===== config.mk =====
export PLATFORM = sky130hd
export DESIGN_NAME = nla_ram
export DESIGN_NICKNAME = d
export VERILOG_FILES = /design/src/design/nearest_landmark_association_macros.svh /design/src/design/nla_ram.sv
export SDC_FILE = /design/constraint.sdc
export NUM_CORES = 2
export LEC_CHECK = 0
export ABC_CLOCK_PERIOD_IN_PS = 13300
export BUFFER_PORTS_ARGS = -buffer_cell sky130_fd_sc_hd__buf_2
export CAP_MARGIN = 0
export CORE_ASPECT_RATIO = 0.8
export CORE_MARGIN = 4
export CORE_UTILIZATION = 35
export CTS_CLUSTER_SIZE = 24
export DETAILED_ROUTE_END_ITERATION = 6
export GPL_ROUTABILITY_DRIVEN = 0
export PLACE_DENSITY_LB_ADDON = 0.08
export REMOVE_ABC_BUFFERS = 1
export SLEW_MARGIN = 5
export SYNTH_ARGS = -nofsm -noshare
export SYNTH_HDL_FRONTEND = slang
export SYNTH_SLANG_ARGS = --single-unit

===== constraint.sdc =====
create_clock -name clk -period 13.3 [get_ports clk]
set_input_delay 1.995 -clock clk [delete_from_list [all_inputs] [get_ports clk]]
set_output_delay 1.995 -clock clk [all_outputs]
set_load 0.05 [all_outputs]

===== src/design/nearest_landmark_association_macros.svh =====
// ----------------------------------------------------------------------------
// Nearest landmark association: assertion macros
// Shared concurrent assertion forms, clocked on clk and held off in reset.
// ----------------------------------------------------------------------------
`ifndef NEAREST_LANDMARK_ASSOCIATION_MACROS_SVH
`define NEAREST_LANDMARK_ASSOCIATION_MACROS_SVH

// Same-cycle implication.
`define NLA_ASSERT_NOW(label, ante, cons, msg) \
	label: assert property (@(posedge clk) disable iff (!arst_n) (ante) |-> (cons)) \
		else $error(msg);

// Next-cycle implication.
`define NLA_ASSERT_NEXT(label, ante, cons, msg) \
	label: assert property (@(posedge clk) disable iff (!arst_n) (ante) |=> (cons)) \
		else $error(msg);

`endif


===== src/design/nla_ram.sv =====
// ----------------------------------------------------------------------------
// nla_ram
// Generic single-write, single-read RAM with registered read data.
// ----------------------------------------------------------------------------
`timescale 1ns / 1ps

module nla_ram #(
	parameter int WIDTH = 64,
	parameter int DEPTH = 64,
	parameter int AW    = (DEPTH > 1) ? $clog2(DEPTH) : 1
) (
	input  logic             clk,
	input  logic             we,
	input  logic [AW-1:0]    waddr,
	input  logic [WIDTH-1:0] wdata,
	input  logic             re,
	input  logic [AW-1:0]    raddr,
	output logic [WIDTH-1:0] rdata
);

	logic [WIDTH-1:0] mem_q [DEPTH];
	logic [WIDTH-1:0] rdata_q;

	always_ff @(posedge clk) begin
		if (we) begin
			mem_q[waddr] <= wdata;
		end
		if (re) begin
			rdata_q <= mem_q[raddr];
		end
	end

	assign rdata = rdata_q;

endmodule


==> qor.json <==
{
  "synth": {
    "synth_top_area_share_pct": 79.57,
    "synth_top_area_cell": "sky130_fd_sc_hd__edfxtp_1",
    "synth_top_cells_by_area": "sky130_fd_sc_hd__edfxtp_1, sky130_fd_sc_hd__mux4_2, sky130_fd_sc_hd__mux2i_1",
    "postSynth.topFlopCell": "sky130_fd_sc_hd__edfxtp_1",
    "netlist_area_mm2": 0.1570,
    "yosysWarnings": 0,
    "synth.ff_latch_count": 4160,
    "syn-instance-count": 6598,
    "synthesis.area_per_instance_um2": 23.79,
    "postSynth.asyncResetShare_pct": 0,
    "synth_edf_count": 4160,
    "synth_seq_area_share_pct": 79.57,
    "synth.lib_cells_used.distinct": 32
  },
  "clock_tree": {
    "post_cts_resize_count": 0,
    "root_buffer": "sky130_fd_sc_hd__clkbuf_16",
    "cts.sink_count": 4160,
    "cts_max_path_buffers": 4,
    "worst_setup_hold_path_clk_slew_ns": 0.06,
    "worst_skew_pair.late_latency_ns": 1.02,
    "post_cts_setup_buffers": 0,
    "htreeDepth": 5,
    "cts_tree": "built",
    "cts_buffers": 431,
    "cts.hold.buffers_added": 0
  },
  "worst_setup_path": {
    "crit_path_start": "raddr[2]",
    "criticalPathCategory": "in2reg",
    "capture_point_of_the_worst_reg_to_reg_path": "rdata[2]$_DFFE_PP_",
    "required_arrival_time_at_the_worst_endpoint_ns": 14.08,
    "setup.reg_to_reg.worst_slack_ns": 10.92,
    "reg2reg_from": "mem_q[13][2]$_DFFE_PP_",
    "setup.worst_path.end_class": "flip-flop",
    "worst-path-max-fanout": 56,
    "crit_end": "rdata[21]$_DFFE_PP_",
    "cp.arrival_ns": 6.15,
    "startpoint_type": "input port",
    "reg2reg_depth": 5
  },
  "min_path": {
    "hold_path_class": "reg2reg"
  },
  "detailed_routing": {
    "drt-wirelength-per-cell_um": 36.67,
    "dr_iter_0_viols": 8204,
    "wl_um": 490600,
    "vias": 75089,
    "post_detailed_route_via_to_cell_ratio": 5.614,
    "detail-route-antenna-nets": 0,
    "detailedRoute.firstPassIterationCount": 5,
    "remaining_design_rule_violation_count": 0
  },
  "timing": {
    "final_max_slew_viol_count": 0,
    "timing.final.setup_violations": 0,
    "post-route-min-period_ns": 5.370,
    "maximum_frequency_from_static_timing_analysis_mhz": 186.2,
    "fin_hold_ws_ns": 0.8777,
    "final_min_period_over_clock_period_pct": 40.37,
    "final_hold_viol_count": 0,
    "rsz0062_at_grt": "no",
    "worst_skew_ns": 0.06683,
    "worst_pin_slew_ns": 1.251,
    "tns_ns": 0,
    "relSlewSlack_pct": 16.58
  },
  "finish": {
    "layout.filler_cells": 39107,
    "final_nets": 7114,
    "syn_to_final_growth_pct": 14.34,
    "final_layout_size_suffix_gt1_share_pct": 28.34
  },
  "floorplanning": {
    "i_o_pins": 143,
    "start_util_pct": 35.21,
    "rows": 219,
    "die-width_um": 756.8,
    "core_area_mm2": 0.4458,
    "fp.dieArea_mm2": 0.4594,
    "die_h_um": 607.0
  },
  "run_status": {
    "run_status": "finished clean"
  },
  "global_routing": {
    "global_route.usage.total_pct": 21.19,
    "grt.overflow.total": 0,
    "grt_first_pass_wirelength_um": 670800,
    "grt_max_degree": 99,
    "grt_antenna_before_repair": 46,
    "number_of_global_route_vias_before_repair": 77529
  },
  "power_and_ir_drop": {
    "comb_power_share_pct": 4.7,
    "worst_ir_drop_vdd_mv": 0.1100,
    "power.share.clock_pct": 42.5,
    "power_leakage_nw": 55.15,
    "pwr_density_cell_mw_per_mm2": 154.0,
    "sequentialPowerShare_pct": 52.8,
    "switching_share_pct": 21.81,
    "internal_power_mw": 21.61,
    "p_sw_mw": 6.030
  },
  "placed_design": {
    "placement.io_buffers": 142,
    "post-dp-hpwl_um": 259800
  },
  "job": {
    "max-cap-violations": 0
  }
}
[cell usage in the layout, fill, tap and decap left out, drive strengths merged, types with 64 or more instances in the layout]
cell type and n:
a22oi 168, clkinv 207, and3 64, mux4 1024, o22ai 83, nor2 112, clkbuf 532, buf 374
a22o 88, edfxtp 4160, mux2i 135
[cell families (layout without fill, tap and decap cells)]
group / Yosys count / count (layout) / share of synthesized area (%)
AO/OA/AOI/OAI: 504 / 504 / 2.467
buffers and inverters: 389 / 1186 / 1.176
flip-flops: 4160 / 4160 / 79.57
multiplexers: 1159 / 1159 / 15.55
other: 0 / 14 / 0
AND/OR/NAND/NOR: 386 / 386 / 1.235
[state kept, by name, indices dropped and copies added, names as in the netlist]
name and count:
rdata 64, mem_q 4096
[cell type report]
class                           instances  area, um2  area share [%]
Sequential cell                      4160     124900           69.59
Timing Repair Buffer                  374       2656           1.480
Inverter                               19      71.32         0.03973
Clock inverter                        261       2317           1.291
Antenna cell                           14      35.03         0.01952
Clock buffer                          532      11250           6.267
Tap cell                             5967       7466           4.159
Multi-Input combinational cell       2049      30790           17.15
[stage by stage]
step | cell area, um2 | cells | setup slack (ns) | utilization (%) | total power, mW
5_1_grt | 179500 | 13366 | 7.982 | 40.26 | 28.64
3_5_place_dp | 165900 | 12569 | 7.000 | 37.21 | 16.20
6_report | 179500 | 13376 | 7.930 | 40.26 | 27.64
4_1_cts | 179500 | 13362 | 8.116 | 40.26 | 28.01
2_1_floorplan | 155200 | 6228 | 6.005 | - | 15.45
3_3_place_gp | 165900 | 12569 | 7.040 | 37.21 | 16.18
[cell usage after synthesis (38+ instances only)]
cell                       number
sky130_fd_sc_hd__a211oi_1      63
sky130_fd_sc_hd__a22o_1        88
sky130_fd_sc_hd__a22oi_1      168
sky130_fd_sc_hd__and3_1        64
sky130_fd_sc_hd__buf_2        170
sky130_fd_sc_hd__clkbuf_1     140
sky130_fd_sc_hd__edfxtp_1    4160
sky130_fd_sc_hd__mux2i_1      135
sky130_fd_sc_hd__mux4_2      1024
sky130_fd_sc_hd__nand2_1       58
sky130_fd_sc_hd__nand3_1       45
sky130_fd_sc_hd__nor2_1       112
sky130_fd_sc_hd__o221ai_1      38
sky130_fd_sc_hd__o22ai_1       83
[critical path, stage by stage]
cell	delay (ns)
sky130_fd_sc_hd__buf_8	0.16
sky130_fd_sc_hd__buf_4	0.50
sky130_fd_sc_hd__nor2b_4	0.19
sky130_fd_sc_hd__buf_4	0.60
sky130_fd_sc_hd__buf_4	0.67
sky130_fd_sc_hd__buf_4	0.67
sky130_fd_sc_hd__a22oi_1	0.18
sky130_fd_sc_hd__and3_1	0.23
sky130_fd_sc_hd__a211oi_1	0.28
[power groups by stage]
stage	combinational, mW	sequential [mW]	clock, mW
after global placement	1.32	14.9	0
after detailed placement	1.33	14.9	0
after floorplan	0.529	14.9	0
final	1.30	14.6	11.8
after global routing	1.39	14.6	12.7
after CTS	1.33	14.6	12.1
[worst min-delay path by stage]
stage / cells after the start / startpoint / slack, ns / end
2_1_floorplan: 4 / mem_q[30][61]$_DFFE_PP_ / 0.86 / rdata[61]$_DFFE_PP_
3_3_place_gp: 4 / mem_q[62][32]$_DFFE_PP_ / 0.91 / rdata[32]$_DFFE_PP_
3_5_place_dp: 4 / mem_q[44][26]$_DFFE_PP_ / 0.91 / rdata[26]$_DFFE_PP_
4_1_cts: 4 / mem_q[62][32]$_DFFE_PP_ / 0.88 / rdata[32]$_DFFE_PP_
5_1_grt: 4 / mem_q[55][32]$_DFFE_PP_ / 0.93 / rdata[32]$_DFFE_PP_
6_report: 4 / mem_q[62][32]$_DFFE_PP_ / 0.88 / rdata[32]$_DFFE_PP_
[per-layer routing]
metal / global-route usage, % / wire, um / vias up
met5: 0 / 47 / -
met1: 30.92 / 220600 / 42641
met2: 34.26 / 233700 / 2348
li1: - / - / 29492
met3: 2.557 / 25080 / 602
met4: 4.768 / 11200 / 6
Power figures use the tool's default switching activity.
