[config.mk]
export PLATFORM = sky130hd
export DESIGN_NAME = nla_dist
export DESIGN_NICKNAME = d
export VERILOG_FILES = /design/src/design/nearest_landmark_association_macros.svh /design/src/design/nla_pkg.sv /design/src/design/nla_dist.sv
export SDC_FILE = /design/constraint.sdc
export NUM_CORES = 2
export LEC_CHECK = 0
export ABC_CLOCK_PERIOD_IN_PS = 12790
export BUFFER_PORTS_ARGS = -buffer_cell sky130_fd_sc_hd__buf_2
export CORE_MARGIN = 2
export CORE_UTILIZATION = 45
export CTS_CLUSTER_DIAMETER = 200
export CTS_CLUSTER_SIZE = 25
export DETAILED_ROUTE_END_ITERATION = 8
export SKIP_LAST_GASP = 1
export SYNTH_ARGS = -nofsm -noshare
export SYNTH_HDL_FRONTEND = slang
export SYNTH_SLANG_ARGS = --single-unit
[constraint.sdc]
create_clock -name clk -period 12.79 [get_ports clk]
set_input_delay 0 -clock clk [delete_from_list [all_inputs] [get_ports clk]]
set_output_delay 0 -clock clk [all_outputs]
set_load 0.005 [all_outputs]
[src/design/nearest_landmark_association_macros.svh]
// ----------------------------------------------------------------------------
// Nearest landmark association: assertion macros
// Shared concurrent assertion forms, clocked on clk and held off in reset.
// ----------------------------------------------------------------------------
`ifndef NEAREST_LANDMARK_ASSOCIATION_MACROS_SVH
`define NEAREST_LANDMARK_ASSOCIATION_MACROS_SVH

// Same-cycle implication.
`define NLA_ASSERT_NOW(label, ante, cons, msg) \
	label: assert property (@(posedge clk) disable iff (!arst_n) (ante) |-> (cons)) \
		else $error(msg);

// Next-cycle implication.
`define NLA_ASSERT_NEXT(label, ante, cons, msg) \
	label: assert property (@(posedge clk) disable iff (!arst_n) (ante) |=> (cons)) \
		else $error(msg);

`endif

[src/design/nla_pkg.sv]
// ----------------------------------------------------------------------------
// nla_pkg
// Types and constants shared by the nearest landmark association block.
// ----------------------------------------------------------------------------
`timescale 1ns / 1ps

package nla_pkg;

	localparam int DEF_MAX_LANDMARKS = 64;
	localparam int COORD_BITS        = 24;
	localparam int ID_BITS           = 16;
	localparam int MATCH_IDX_BITS    = 6;
	localparam int DIST_BITS         = 2 * COORD_BITS + 1;

	localparam logic [1:0] ACT_CLEAR = 2'd0;
	localparam logic [1:0] ACT_LOAD  = 2'd1;
	localparam logic [1:0] ACT_QUERY = 2'd2;

	typedef struct packed {
		logic [1:0]                   action;
		logic signed [COORD_BITS-1:0] pos_x;
		logic signed [COORD_BITS-1:0] pos_y;
		logic [ID_BITS-1:0]           landmark_id;
	} nla_cmd_t;

	typedef struct packed {
		logic                      found;
		logic [ID_BITS-1:0]        match_id;
		logic [MATCH_IDX_BITS-1:0] match_index;
		logic                      overflow;
	} nla_result_t;

	typedef struct packed {
		logic signed [COORD_BITS-1:0] x;
		logic signed [COORD_BITS-1:0] y;
		logic [ID_BITS-1:0]           id;
	} nla_entry_t;

endpackage

[src/design/nla_dist.sv]
// ----------------------------------------------------------------------------
// nla_dist
// Squared-distance unit: absolute differences, then squares, then their sum.
// ----------------------------------------------------------------------------
`timescale 1ns / 1ps

module nla_dist #(
	parameter int IDX_W = 6
) (
	input  logic                                clk,
	input  logic                                arst_n,
	input  logic                                valid_in,
	input  logic [IDX_W-1:0]                    idx_in,
	input  nla_pkg::nla_entry_t                 entry,
	input  logic signed [nla_pkg::COORD_BITS-1:0] obs_x,
	input  logic signed [nla_pkg::COORD_BITS-1:0] obs_y,
	output logic                                active,
	output logic                                valid_out,
	output logic [IDX_W-1:0]                    idx_out,
	output logic [nla_pkg::ID_BITS-1:0]         id_out,
	output logic [nla_pkg::DIST_BITS-1:0]       sq_dist
);

	import nla_pkg::*;

	logic signed [COORD_BITS:0]  diff_x, diff_y;
	logic [COORD_BITS:0]         mag_x, mag_y;
	logic [COORD_BITS-1:0]       dx_s2, dy_s2;
	logic [2*COORD_BITS-1:0]     sqx_s3, sqy_s3;
	logic                        v_s2, v_s3;
	logic [IDX_W-1:0]            idx_s2, idx_s3;
	logic [ID_BITS-1:0]          id_s2, id_s3;

	// Sign-extend by one bit so the difference cannot wrap.
	assign diff_x = {entry.x[COORD_BITS-1], entry.x} - {obs_x[COORD_BITS-1], obs_x};
	assign diff_y = {entry.y[COORD_BITS-1], entry.y} - {obs_y[COORD_BITS-1], obs_y};
	assign mag_x  = diff_x[COORD_BITS] ? (COORD_BITS+1)'(-diff_x) : diff_x;
	assign mag_y  = diff_y[COORD_BITS] ? (COORD_BITS+1)'(-diff_y) : diff_y;

	always_ff @(posedge clk or negedge arst_n) begin
		if (!arst_n) begin
			v_s2 <= 1'b0;
			v_s3 <= 1'b0;
		end else begin
			v_s2 <= valid_in;
			v_s3 <= v_s2;
		end
	end

	always_ff @(posedge clk) begin
		dx_s2  <= mag_x[COORD_BITS-1:0];
		dy_s2  <= mag_y[COORD_BITS-1:0];
		idx_s2 <= idx_in;
		id_s2  <= entry.id;
		sqx_s3 <= dx_s2 * dx_s2;
		sqy_s3 <= dy_s2 * dy_s2;
		idx_s3 <= idx_s2;
		id_s3  <= id_s2;
	end

	// Any landmark still inside the unit
	assign active    = v_s2 || v_s3;
	assign valid_out = v_s3;
	assign idx_out   = idx_s3;
	assign id_out    = id_s3;
	assign sq_dist   = {1'b0, sqx_s3} + {1'b0, sqy_s3};

endmodule

==> summary.md <==
| Metric | Value |
|---|---|
| Port Buffers | `193` |
| NumNets Final | `6138` |
| Hold Crit Class | `input pin to register` |
| Ys flop type | `dfxtp_1` |
| Setup TNS | `0 ns` |
| Worst path required time | `about 13 ns` |
| CP Data Arrival Time | `9.01 ns` |
| Sequential element share of the synthesized area | `0.0907` |
| Via count | `29.2k` |
| Die Span Y | `308 um` |
| Post-synthesis instance total | `approximately 4.6k` |
| Clk buf depth | `2` |
| Fmax | `between 100 and 150 MHz` |
| Slew Limit Headroom | `0.169` |
| DR iter-0 viols | `about 1.3k` |
| Yosys warns | `0` |
| Tightest Pin Transition | `1.25 ns` |
| CTS tree | `built` |
| Max_cap viols | `0` |
| Row cnt | `111` |
| Reg clk slew, reported paths | `about 0.08 ns` |
| Crit Reg-Reg Startpoint | `dx_s2[2]` |
| Crit-path slowest cell | `dfxtp_1` |
| Crit share post-route | `0.672` |
| Post-synth EDFFs | `0` |
| Antenna cells | `0` |
| Critical Path End Type | `register` |
| Vias in the first global route | `roughly 31k` |
| GR Overflow Total | `0` |
| Period minus WS final | `8.60 ns` |
| Fill cell count | `8842` |
| #FFs+latches synth | `188` |
| Htree depth | `4` |
| Inserted Clock Buffers | `17` |
| Share of cells above drive strength 1 | `0.0611` |
| Die W | `308 um` |
| Final count of negative-setup-slack endpoints | `0` |
| Core region area | `91700 um^2` |
| Wire length of the first global-routing pass | `155 mm` |
| WL/cell | `between 15 and 20 um` |
| Initial antenna violation count | `0` |
| I/O pin count | `just under 200` |
| Post-synth cell types | `86` |
| Post-Route WL | `91.6 mm` |
| Via/cell ratio | `4.94` |
| Status | `finished clean` |
| Post-route ant nets | `0` |
| Largest net degree at the start of global routing | `26` |
| DR DRC count | `0` |
| Post-synthesis average cell area | `9.11 um^2` |
| Pre-antenna DRT Iters | `5` |
| CP Launch Type | `register` |
| CP Launch Point | `dx_s2[2]` |
| Skew final | `0.00936 ns` |
| Final hold vios | `0` |
| Hold Crit Start | `entry[45]` |
| Synth Cell Area | `41600 um^2` |
| Gpl congestion | `0.860` |
| CTS sink cnt | `188` |
| Max Slew Vio Count | `0` |
| Worst path most repeated cell | `inv_1` |
| Initial core utilization | `0.454` |
| DP Wirelength | `77.2 mm` |
| RSZ-0062 raised after global routing | `no` |
| Asr flop ratio synth | `0.0106` |
| Total track usage | `0.205` |
| Synthesized Nets | `5985` |
| Worst-path fanout max | `24` |
| Crit path kind | `register to register` |
| P&R area growth vs syn | `7.53%` |
| Clock Latency Late Sink | `0.52 ns` |
| Clock Root Buffer | `clkbuf_16` |
| Max incr delay on CP | `1.02 ns` |
| Post-CTS setup buffers | `0` |
| Die Area | `94900 um^2` |
-- state kept, by name, summed over array words and instances (netlist names) --
| register | flops |
|---|---|
| id_out | 16 |
| idx_s2 | 6 |
| dy_s2 | 24 |
| dx_s2 | 24 |
| idx_out | 6 |
| sqy_s3 | 47 |
| v_s2 | 1 |
| sqx_s3 | 47 |
| valid_out | 1 |
| id_s2 | 16 |
-- stage by stage --
step | std cells | hold WS [ns] | cell area [um^2] | worst slack, ns | utilization
after floorplan | 4565 | -0.296 | 41600 | 5.37 | -
after global placement | 5853 | -0.214 | 43800 | 4.31 | 0.478
after detailed placement | 5853 | -0.214 | 43800 | 4.21 | 0.478
after CTS | 5917 | 0.0199 | 44700 | 4.19 | 0.488
after global routing | 5917 | 0.0663 | 44700 | 3.69 | 0.488
final | 5917 | 0.0430 | 44700 | 4.19 | 0.488
-- critical path, delay by kind of cell, from the launching register on --
kind                       cells  cell delay, ns
AOI/OAI and AO/OA              7            1.77
xor gates and xnor gates       1            0.11
adders and majority gates      8            3.95
buffers and inverters          9            0.66
DFF                            1            1.02
and+or+nand+nor                3            0.94
-- cell usage after synthesis, types with 8 or more instances --
library cell,number,area [um^2]
a211oi_1,14,105
nand2_1,390,1460
o211ai_1,8,60.1
o21a_1,24,180
ha_1,454,5680
nor2_1,146,548
and3_1,15,93.8
nand4_1,18,113
and2_1,226,1410
dfxtp_1,186,3720
nor3_1,20,100
nor3b_1,9,67.6
nand2b_1,17,106
nor2b_1,31,194
nand3_1,26,130
a21o_1,91,683
o31ai_1,8,60.1
clkbuf_1,111,417
inv_1,1277,4790
fa_1,845,16900
xnor2_1,142,1240
o21bai_1,25,188
o21ai_0,83,415
a31oi_1,27,169
a21oi_1,159,796
xor2_1,81,709
-- cell usage in the layout (no fill, tap or decap), types with 8 or more instances in the layout --
cell / Yosys / routed
inv_1: 1277 / 1277
fa_1: 845 / 845
ha_1: 454 / 454
nand2_1: 390 / 390
and2_1: 226 / 226
buf_2: 3 / 193
dfxtp_1: 186 / 186
a21oi_1: 159 / 159
nor2_1: 146 / 146
xnor2_1: 142 / 142
a21o_1: 91 / 91
o21ai_0: 83 / 83
xor2_1: 81 / 81
dlygate4sd3_1: 0 / 32
nor2b_1: 31 / 31
a31oi_1: 27 / 27
nand3_1: 26 / 26
o21bai_1: 25 / 25
o21a_1: 24 / 24
buf_4: 0 / 24
nor3_1: 20 / 20
nand4_1: 18 / 18
nand2b_1: 17 / 17
clkbuf_16: 0 / 17
and3_1: 15 / 15
a211oi_1: 14 / 14
nor3b_1: 9 / 9
o31ai_1: 8 / 8
o211ai_1: 8 / 8
-- cell type report --
type / instances / area (um^2) / share of cell area
multi-input cells: 2985 / 32600 / 0.729
inverters: 1277 / 4790 / 0.107
flip-flops and latches: 188 / 3770 / 0.0844
well taps: 1186 / 1480 / 0.0332
repair buffers: 249 / 1470 / 0.0328
clock buffers: 17 / 425 / 0.00951
clock inverters: 15 / 189 / 0.00422
-- per-layer routing --
| metal | up-vias | GRT usage | routed length [um] |
|---|---|---|---|
| li1 | 14000 | - | - |
| met3 | 95 | 0.0211 | 3290 |
| met5 | - | 0 | 0 |
| met1 | 14600 | 0.271 | 41000 |
| met2 | 478 | 0.360 | 45600 |
| met4 | 0 | 0.0509 | 1780 |
-- logic make-up after synthesis --
group	share of synthesized area
muxes	0.00181
adders and majority gates	0.543
and+or+nand+nor	0.110
DFF	0.0907
buffers and inverters	0.126
xor gates and xnor gates	0.0470
AOI/OAI and AO/OA	0.0815
-- path summary, 6_finish.rpt --
check / endpoint / slack, ns / depth (start not counted)
min in group asynchronous: v_s2 / 0.33 / 3
worst max register to register: sqx_s3[47] / 4.19 / 28
worst max-delay path: sqx_s3[47] / 4.19 / 28
worst min register to register: id_out[9] / 0.32 / 0
worst min-delay path: dx_s2[5] / 0.04 / 4
max in group asynchronous: valid_out / 12.33 / 3
-- repair_timing --
action / 4_1_cts / 5_1_grt
gates resized for setup: 0 / 0
hold buffers: 32 / 0
endpoints found under the hold margin: 29 / 0
Power is left out: the tool's default activity adds up to more than one toggle a clock period on the data nets, which glitch-free logic cannot reach.
